## config.mk

```make
export PLATFORM = sky130hd
export DESIGN_NAME = hdl_front
export DESIGN_NICKNAME = d
export VERILOG_FILES = /design/src/hw/rtl/haplotype_distinct_labeler_defines.svh /design/src/hw/rtl/hdl_pkg.sv /design/src/hw/rtl/hdl_front.sv
export SDC_FILE = /design/constraint.sdc
export NUM_CORES = 1
export LEC_CHECK = 0
export ABC_AREA = 1
export BUFFER_PORTS_ARGS = -buffer_cell sky130_fd_sc_hd__buf_2
export CAP_MARGIN = 0
export CELL_PAD_IN_SITES_DETAIL_PLACEMENT = 1
export CELL_PAD_IN_SITES_GLOBAL_PLACEMENT = 2
export CORE_MARGIN = 1.5
export CORE_UTILIZATION = 41
export CTS_CLUSTER_DIAMETER = 150
export DETAILED_ROUTE_END_ITERATION = 6
export HOLD_SLACK_MARGIN = 0.06
export PLACE_DENSITY = 0.91
export SYNTH_ARGS = -nofsm -noshare
export SYNTH_HDL_FRONTEND = slang
export SYNTH_SLANG_ARGS = --single-unit
```

## constraint.sdc

```tcl
create_clock -name clk -period 15.85 [get_ports clk]
set_input_delay 2.3775 -clock clk [delete_from_list [all_inputs] [get_ports clk]]
set_output_delay 2.3775 -clock clk [all_outputs]
set_load 0.1 [all_outputs]
```

## src/hw/rtl/haplotype_distinct_labeler_defines.svh

```systemverilog
// Assertion macros for the distinct haplotype labeler.
// Used by modules that include this file; needs clk and arst_n in scope.
`ifndef HAPLOTYPE_DISTINCT_LABELER_DEFINES_SVH
`define HAPLOTYPE_DISTINCT_LABELER_DEFINES_SVH
`ifndef SYNTHESIS
`define HDL_ASSERT_NOW(lbl, a, b, msg) \
	lbl: assert property (@(posedge clk) disable iff (!arst_n) (a) |-> (b)) else $error(msg);
`define HDL_ASSERT_NEXT(lbl, a, b, msg) \
	lbl: assert property (@(posedge clk) disable iff (!arst_n) (a) |=> (b)) else $error(msg);
`else
`define HDL_ASSERT_NOW(lbl, a, b, msg)
`define HDL_ASSERT_NEXT(lbl, a, b, msg)
`endif
`endif

```

## src/hw/rtl/hdl_pkg.sv

```systemverilog
// Package for the distinct haplotype labeler: sizes, job type, word count helper.
// No dependencies.
`timescale 1ns / 1ps
package hdl_pkg;
	localparam int MAX_WORDS = 8;
	localparam int WORD_BITS = 30;
	localparam int ENTRIES   = 256;
	localparam int WIDX      = (MAX_WORDS > 1) ? $clog2(MAX_WORDS) : 1;
	localparam int LEN_W     = $clog2(MAX_WORDS + 1);
	localparam int ENT_W     = (ENTRIES > 1) ? $clog2(ENTRIES) : 1;
	localparam int CNT_W     = $clog2(ENTRIES + 1);
	localparam int LABEL_W   = 9;
	localparam int CFG_W     = 4;
	localparam int QDEPTH    = 2;
	localparam int QPW       = 1;
	localparam int RAM_AW    = ENT_W + WIDX;
	localparam int RAM_DEPTH = ENTRIES << WIDX;

	typedef logic [WORD_BITS-1:0] word_t;

	typedef struct packed {
		logic                       clear;
		logic [LEN_W-1:0]           len;
		logic [MAX_WORDS-1:0][WORD_BITS-1:0] key;
	} job_t;

	function automatic logic [LEN_W-1:0] eff_len(input logic [CFG_W-1:0] wiu);
		logic [LEN_W-1:0] r;
		if (wiu == '0) begin
			r = LEN_W'(1);
		end else if (32'(wiu) > MAX_WORDS) begin
			r = LEN_W'(MAX_WORDS);
		end else begin
			r = LEN_W'(wiu);
		end
		return r;
	endfunction
endpackage

```

## src/hw/rtl/hdl_front.sv

```systemverilog
// Front part: collects haplotype words into keys and queues complete keys.
// Depends on hdl_pkg.
`timescale 1ns / 1ps
module hdl_front (
	input  logic                      clk,
	input  logic                      arst_n,
	input  logic                      start,
	input  hdl_pkg::word_t            hap_word,
	input  logic                      new_set,
	input  logic [hdl_pkg::LEN_W-1:0] len,
	output logic                      busy,
	output logic                      job_valid,
	output hdl_pkg::job_t             job,
	input  logic                      job_pop
);
	import hdl_pkg::*;

	logic [WIDX-1:0]     pos_q;
	logic                clr_q;
	word_t               buf_q [MAX_WORDS];
	job_t                q_q [QDEPTH];
	logic [QPW-1:0]      wp_q, rp_q;
	logic [QPW:0]        cnt_q;
	logic                acc, last, push;
	job_t                nj;

	assign busy = (32'(cnt_q) == QDEPTH);
	assign acc  = start && !busy;
	assign last = ((LEN_W'(pos_q) + LEN_W'(1)) >= len);
	assign push = acc && last;

	always_comb begin
		for (int i = 0; i < MAX_WORDS; i++) begin
			nj.key[i] = (WIDX'(i) == pos_q) ? hap_word : buf_q[i];
		end
		nj.key[0][0] = 1'b0;
		nj.clear     = (pos_q == '0) ? new_set : clr_q;
		nj.len       = len;
	end

	assign job_valid = (cnt_q != '0);
	assign job       = q_q[rp_q];

	always_ff @(posedge clk or negedge arst_n) begin
		if (!arst_n) begin
			pos_q <= '0;
			clr_q <= 1'b0;
			wp_q  <= '0;
			rp_q  <= '0;
			cnt_q <= '0;
		end else begin
			if (acc) begin
				buf_q[pos_q] <= hap_word;
				if (pos_q == '0) begin
					clr_q <= new_set;
				end
				pos_q <= last ? '0 : pos_q + WIDX'(1);
			end
			if (push) begin
				q_q[wp_q] <= nj;
				wp_q      <= wp_q + QPW'(1);
			end
			if (job_pop && job_valid) begin
				rp_q <= rp_q + QPW'(1);
			end
			cnt_q <= cnt_q + (QPW+1)'(push) - (QPW+1)'(job_pop && job_valid);
		end
	end
endmodule

```

# After elaboration in Yosys (flattened, before gate mapping)
# Memory sizes are Yosys's and may differ from the RTL's.
# Index checks and enable logic that the tools add are counted.
dict set report totals {
  register_bits 8
  ramBits 728
  output_inout_bits 247
  mem_count 2
}
# name words width rd rd_ports_with_merged_regs write_ports line
set mem_list {}
lappend mem_list {q_q 2 244 1 0 1 hdl_front.sv:21} ;# job_t q_q [QDEPTH];
lappend mem_list {buf_q 8 30 8 0 1 hdl_front.sv:20} ;# word_t buf_q [MAX_WORDS];
dict set report op_classes {
  addsub 6
  n_lt_le_gt_ge 1
  n_eq_ne 8
  mux 14
  n_reduce_logical 8
}
# operator count
set op_table {}
lappend op_table {{$mux 30} 8}
lappend op_table {{$eq 3x3->1 const A} 4}
lappend op_table {{$eq 2x3->1 const A} 2}
lappend op_table {{$logic_and 1x1->1} 5}
lappend op_table {{$mux 1} 5}
lappend op_table {{$add 3x1->4 const B} 1}
lappend op_table {{$ge 4x4->1} 1}
lappend op_table {{$add 3x1->3 const B} 1}
lappend op_table {{$eq 1x3->1 const A} 1}
lappend op_table {{$logic_not 3->1} 1}
lappend op_table {{$mux 3} 1}
lappend op_table {{$add 1x1->1 const B} 2}
lappend op_table {{$add 2x1->2} 1}
lappend op_table {{$eq 2x2->1 const B} 1}
lappend op_table {{$reduce_bool 2->1} 1}
lappend op_table {{$sub 2x1->2} 1}
lappend op_table {{$logic_not 1->1} 1}

# Depth between registers and ports, before layout
# Gate-level depths: netlist of the first run.
dict set report depth {
  depth_word 7
  depth_mapped 14
  depth_no_buf 14
}

# Least setup slack after synthesis of the first run
# No wires, ideal clock.
dict set report synth_path {
  kind {in2reg}
  start {input port len[3] (netlist name)}
  end {memory q_q[0][0] (netlist name), enable pin}
  setup_ns 0.853
  t_arrival_ns 13.177
  required_ns 14.997
  setup_slack_ns 1.820
  stages 8
  path_buffers 0
  cell_sequence {inv_1 ha_1 nand2_1 inv_1 nand2_1 nand3_1 nand3_1 nor2_1}
}
dict set report synth_via {
  elab_chain_len 5
}
# element line
set synth_rtl {}
lappend synth_rtl {{start: declaration} hdl_front.sv:10} ;# input logic [hdl_pkg::LEN_W-1:0] len,
lappend synth_rtl {{$ge 4x4->1} hdl_front.sv:29} ;# assign last = ((LEN_W'(pos_q) + LEN_W'(1)) >= len);
lappend synth_rtl {{$logic_and 1x1->1} hdl_front.sv:30} ;# assign push = acc && last;
lappend synth_rtl {{$mux 1} hdl_front.sv:59} ;# if (push) begin
lappend synth_rtl {{$logic_and 1x1->1 (implied by the code)} hdl_front.sv:60} ;# q_q[wp_q] <= nj;
lappend synth_rtl {{$mux 1 (implied by the code)} hdl_front.sv:60}
lappend synth_rtl {{end: declaration} hdl_front.sv:21}
# Every way passes these cells.

==> results of run 1 <==
[registers in the layout (all words and copies together), names as in the netlist]
name	flops
buf_q	239
clr_q	1
cnt_q	2
pos_q	3
q_q	488
rp_q	1
wp_q	1
[worst min-delay path by stage]
stage                                       from                    end  slack, ps  depth (start not counted)
after global placement          wp_q$_DFFE_PN0P_       wp_q$_DFFE_PN0P_        480                          2
after global routing      buf_q[6][17]$_DFFE_PP_  q_q[1][196]$_DFFE_PP_        600                          2
final                           wp_q$_DFFE_PN0P_       wp_q$_DFFE_PN0P_        570                          2
after detailed placement        wp_q$_DFFE_PN0P_       wp_q$_DFFE_PN0P_        530                          2
after floorplan                 wp_q$_DFFE_PN0P_       wp_q$_DFFE_PN0P_        460                          2
after CTS                       wp_q$_DFFE_PN0P_       wp_q$_DFFE_PN0P_        560                          2
[tightest hold or removal path, cell delays in order, from the launching register on]
cell and delay, ps:
dfrtp_1 390, nand2_1 80, nand2_1 60
[final cells by class]
type,instances,share of cell area
Antenna cell,5,0.0003816
Clock buffer,95,0.06307
Multi-Input combinational cell,1278,0.1627
Clock inverter,51,0.01507
Inverter,49,0.006067
Tap cell,873,0.03331
Sequential cell,735,0.6720
Timing Repair Buffer,302,0.04747
[metrics by stage]
stage	instance area, µm²	hold WS (ps)	util
detailed placement	30220	530.8	0.4491
global route	32790	598.7	0.4874
global placement	30220	481.3	0.4491
floorplan	27960	464.3	-
CTS	32780	562.0	0.4872
finish	32790	569.6	0.4874
[layer usage]
metal	up-vias	global-route usage	wire, µm
met5	-	0	13
met3	141	0.03747	4665
li1	8006	-	-
met1	9133	0.3007	33550
met2	615	0.4140	42650
met4	2	0.08714	2479
[cells by family after synthesis]
group | after synthesis | synth area share
and+or+nand+nor | 1016 | 0.1372
xor gates and xnor gates | 3 | 0.0009401
DFF | 735 | 0.7881
other | 1 | 0.0001341
AOI/OAI and AO/OA | 246 | 0.04431
adders and majority gates | 12 | 0.005371
buffers and inverters | 154 | 0.02399
[cells in the final DEF, fill, tap and decap left out]
master and count:
a21oi_1 61, conb_1 1, clkinv_8 2, inv_2 1, clkinv_4 3, nand2_2 5, inv_1 46, clkbuf_8 1
xor2_1 2, clkinv_2 8, nand2_1 932, a21oi_2 1, nor2_4 9, diode_2 5, nand3_1 3, buf_2 284
o21ai_1 9, ha_2 2, dfrtp_4 1, ha_1 10, clkinv_1 20, buf_4 18, bufinv_16 7, clkinvlp_4 6
nor2_1 64, inv_6 4, nand4_1 1, nand2_4 1, xnor2_1 1, dfrtp_1 7, o21ai_0 174, o21ai_2 1
inv_8 2, or2_2 1, clkbuf_1 14, clkinv_16 1, edfxtp_1 727, clkbuf_16 80
==> flow_summary.toml, run 1 <==
[run_status]
status = "completed"

[global_route]
grt_pass1_wl_um = 122500
grt_max_degree = 104
gr-usage-all-layers = 0.2380
gr-total-overflow = 0
grt_antenna_before_repair = 6
grt_pass1_vias = 19080

[clock_network]
clk_path_buf_depth = 3
clk_latency_ps = 640
ctsHoldBuffers = 0
cts_tree = "yes"
htreeDepth = 3
post_cts_buffers = 0
cts.clk_slew.worst_paths_ps = 50
cts_buffers = 79
cts_resized = 0
cts.sinks = 735
cts_root_buffer = "clkbuf_16"

[setup_path]
cp-endpoint = "job[82]"
startpoint = "rp_q$_DFFE_PN0P_"
crit_chain = "inv_8, buf_4, nand2_1, nand2_1, buf_2"
cp-start-kind = "register"
worstSetupPathDepth = 5
cp.required_ps = 13470
crit_path_end_kind = "primary output"
crit_top_cell = "nand2_1"
rr_endpoint = "q_q[1][1]$_DFFE_PP_"
path_buf_inv = 3
critPathSlowestCell = "buf_4"
rr_startpoint = "pos_q[0]$_DFFE_PN0P_"
crit_fanout = 88
crit_arrival_ps = 4040
path_delay_family = "buffers and inverters"
r2r_setup_slack_ps = 11640
cp_slowest_stage_delay_ps = 930
critical_path_class = "register to primary output"
rr_worst_depth = 11

[die]
die_area_um2 = 69760
core_area_um2 = 67280
die_x_um = 264.1
die_y_um = 264.1
rows = 95
start_util = 0.4155
ioPinCount = 286

[place]
post-place-ws_ps = 10090
gp_congestion = 0.7908
hpwl_um = 51460
port_buffers = 284
dp.cells = 3237

[sta]
slew-limit-headroom = 0.1030
layout_setup_ws_ps = 9429
finalHoldViolations = 0
grt_setup_unrepaired = "false"
fmax_ghz = 0.1557
finalSetupTns_ps = 0
finalClockSkew_ps = 24.48
min_period_over_period = 0.4051
period_minus_slack_ps = 6421
maxSlewViolCount = 0
worstMarginPinSlew_ps = 1342
setup_violations = 0

[layout]
seqCellArea_um2 = 22030
post_layout_nonfiller_instances = 3388
drive_above_1_share = 0.1745
area_growth_syn_to_layout_pct = 17.30
multi_input_area_um2 = 5334
final_nets = 2496
fillers = 6935

[synth]
synth_cell_types = 26
synth_area_um2 = 27960
synth.most_common_cell = "nand2_1"
synth_flop_cell = "edfxtp_1"
ys_top_cells_by_area = "edfxtp_1 (78%), nand2_1 (13%), o21ai_0 (3.1%)"
syn_inst = 2167
syn_avg_cell_area_um2 = 12.90
synth_common_cells = "nand2_1 (935), edfxtp_1 (727), o21ai_0 (174), nor2_1 (73), a21oi_1 (61)"
synth-async-reset-ratio = 0.01088
synth_edf_count = 727
ys_seq_area_frac = 0.7881
ys_warn_count = 0
synth_top_area_share = 0.7809
synth-seq-cells = 735
synthesis.nets = 2218
synth_area_leader_cell = "edfxtp_1"

[route]
first_pass_iters = 7
antenna_left = 0
viasPerCell = 5.282
totalWireLength_um = 83350
drc_errors = 0
wl_per_cell_um = 24.60
vias = 17900
drt_iter0_markers = 1511

[run]
maxCapViolations = 0

[hold_path]
hold_class = "register to register"
Power of run 1 is left out: the tool's default activity adds up to more than one toggle a clock period on the data nets, which glitch-free logic cannot reach.
==> run 2, diff against run 1 <==
--- a/config.mk
+++ b/config.mk
@@ -11,11 +11,11 @@
 export CELL_PAD_IN_SITES_DETAIL_PLACEMENT = 1
 export CELL_PAD_IN_SITES_GLOBAL_PLACEMENT = 2
 export CORE_MARGIN = 1.5
-export CORE_UTILIZATION = 41
+export CORE_UTILIZATION = 37
 export CTS_CLUSTER_DIAMETER = 150
 export DETAILED_ROUTE_END_ITERATION = 6
 export HOLD_SLACK_MARGIN = 0.06
-export PLACE_DENSITY = 0.91
+export PLACE_DENSITY = 0.87
 export SYNTH_ARGS = -nofsm -noshare
 export SYNTH_HDL_FRONTEND = slang
 export SYNTH_SLANG_ARGS = --single-unit
==> constraint.sdc (replaced) <==
create_clock -name clk -period 5.7 [get_ports clk]
set_input_delay 0.855 -clock clk [delete_from_list [all_inputs] [get_ports clk]]
set_output_delay 0.855 -clock clk [all_outputs]
set_load 0.1 [all_outputs]
==> run 2 against run 1 <==
Compared with the run above: critical endpoint is now job[110]; setup slack got worse by 8200 ps; global-route usage fell by 2.9 points; via count fell by 1.3%; critical path depth did not move; hold slack got worse by 120 ps; count of clock-buffer cells in the layout rose by 4; cell count rose by 3.0%; wire length fell by 2.7%; design area rose by 0.51%; register-to-register slack got worse by 9600 ps; clock skew rose by 2.7 ps; largest cell class unchanged.
==> flow_summary.toml, run 2 (synthesis gave the netlist of run 1 again) <==
[run_status]
status = "completed"

[clock_network]
cts_resized = 0
cts_buffers = 78
cts.clk_slew.worst_paths_ps = 60
htreeDepth = 3
clk_path_buf_depth = 3
clk_latency_ps = 630
cts_root_buffer = "clkbuf_16"
cts.sinks = 735
cts_tree = "yes"

[die]
rows = 100
ioPinCount = 286
die_y_um = 277.9
die_area_um2 = 77210
core_area_um2 = 74570
die_x_um = 277.9
start_util = 0.3749

[setup_path]
crit_fanout = 80
critical_path_class = "register to primary output"
startpoint = "rp_q$_DFFE_PN0P_"
rr_endpoint = "q_q[1][90]$_DFFE_PP_"
crit_arrival_ps = 3630
cp.required_ps = 4850
cp-endpoint = "job[110]"
cp-start-kind = "register"
rr_worst_depth = 11
r2r_setup_slack_ps = 2070
rr_startpoint = "pos_q[2]$_DFFE_PN0P_"
crit_path_end_kind = "primary output"

[sta]
finalHoldViolations = 0
fmax_ghz = 0.2229
slew-limit-headroom = 0.1948
finalSetupTns_ps = 0
worstMarginPinSlew_ps = 1208
hold_slack_ps = 453.6
maxSlewViolCount = 0
min_period_over_period = 0.7869
grt_setup_unrepaired = "false"
setup_violations = 0
period_minus_slack_ps = 4485
finalClockSkew_ps = 27.14

[place]
gp_congestion = 0.7987
hpwl_um = 51280
port_buffers = 284
placed_cell_area_um2 = 30460

[hold_path]
hold_class = "input pin to register"

[route]
wl_per_cell_um = 23.25
antenna_left = 0
drt_iter0_markers = 1409
drc_errors = 0
viasPerCell = 5.063
totalWireLength_um = 81130
vias = 17670
first_pass_iters = 5

[layout]
top_register = "q_q"
layout_commonest_cell = "nand2_1"
finalInstanceArea_um2 = 32960
final_nets = 2505
largestRegisters = "q_q (488), buf_q (239), pos_q (3)"
final_cell_mix = "nand2_1 (932), edfxtp_1 (727), buf_2 (284)"
largest_register_ffs = 488
fillers = 7764
area_growth_syn_to_layout_pct = 17.89
drive_above_1_share = 0.1753
final_util = 0.4420

[global_route]
gr-total-overflow = 0
grt_antenna_before_repair = 5
grt_pass1_vias = 18500
grt_max_degree = 151
grt_pass1_wl_um = 119300
gr-usage-all-layers = 0.2088

[run]
maxCapViolations = 0
==> run 2: cell count changes in the layout (fill, tap and decap cells not counted), moves of 2 or more <==
cell and delta:
buf_12 +5, clkinvlp_4 -3, buf_4 +4, clkbuf_1 +4, clkinv_8 -2, clkinv_4 -2, clkinv_2 +4, clkinv_1 -2
==> run 2: metal layers <==
layer,share of wire,vias up,global-route usage
met4,0.026,2,0.07062
met3,0.052,105,0.02931
met1,0.41,9000,0.2658
li1,-,8026,-
met2,0.51,537,0.3651
met5,0.00016,-,0
==> run 2: final cells by class <==
| type | instances | area (µm²) | area share |
|---|---|---|---|
| Clock buffer | 99 | 2095 | 0.06355 |
| Inverter | 49 | 195.2 | 0.005922 |
| Timing Repair Buffer | 312 | 1697 | 0.05148 |
| Clock inverter | 43 | 377.9 | 0.01146 |
| Multi-Input combinational cell | 1278 | 5334 | 0.1618 |
| Sequential cell | 735 | 22030 | 0.6686 |
| Antenna cell | 5 | 12.51 | 0.0003796 |
| Tap cell | 969 | 1212 | 0.03679 |
==> run 2: worst min-delay path by stage <==
stage                     start                     to  slack [ps]  cells past startpoint
6_report                 len[2]  q_q[1][241]$_DFFE_PP_         450                      1
5_1_grt                  len[3]  q_q[0][242]$_DFFE_PP_         440                      1
4_1_cts                  len[1]  q_q[0][240]$_DFFE_PP_         410                      1
3_5_place_dp   wp_q$_DFFE_PN0P_       wp_q$_DFFE_PN0P_         530                      2
3_3_place_gp   wp_q$_DFFE_PN0P_       wp_q$_DFFE_PN0P_         480                      2
2_1_floorplan  wp_q$_DFFE_PN0P_       wp_q$_DFFE_PN0P_         460                      2
==> run 2: per-stage QoR <==
step                      cells  setup slack (ps)
final                      3490              1215
after global routing       3488              1000
after CTS                  3485              1121
after detailed placement   3342              1812
after global placement     3342              1856
after floorplan            2167             9.038
==> run 2: critical path: stages (launching register included) <==
cell and delay, ps:
dfrtp_4 790, buf_4 590, buf_4 770, nand2_1 170, nand2_1 140, buf_2 430
==> run 2: timing repair <==
item,4_1_cts,5_1_grt
setup endpoints to repair,0,0
hold buffers,1,0
setup buffers,0,0
endpoints found under the hold margin,1,0
Power of run 2 is left out for the same reason.
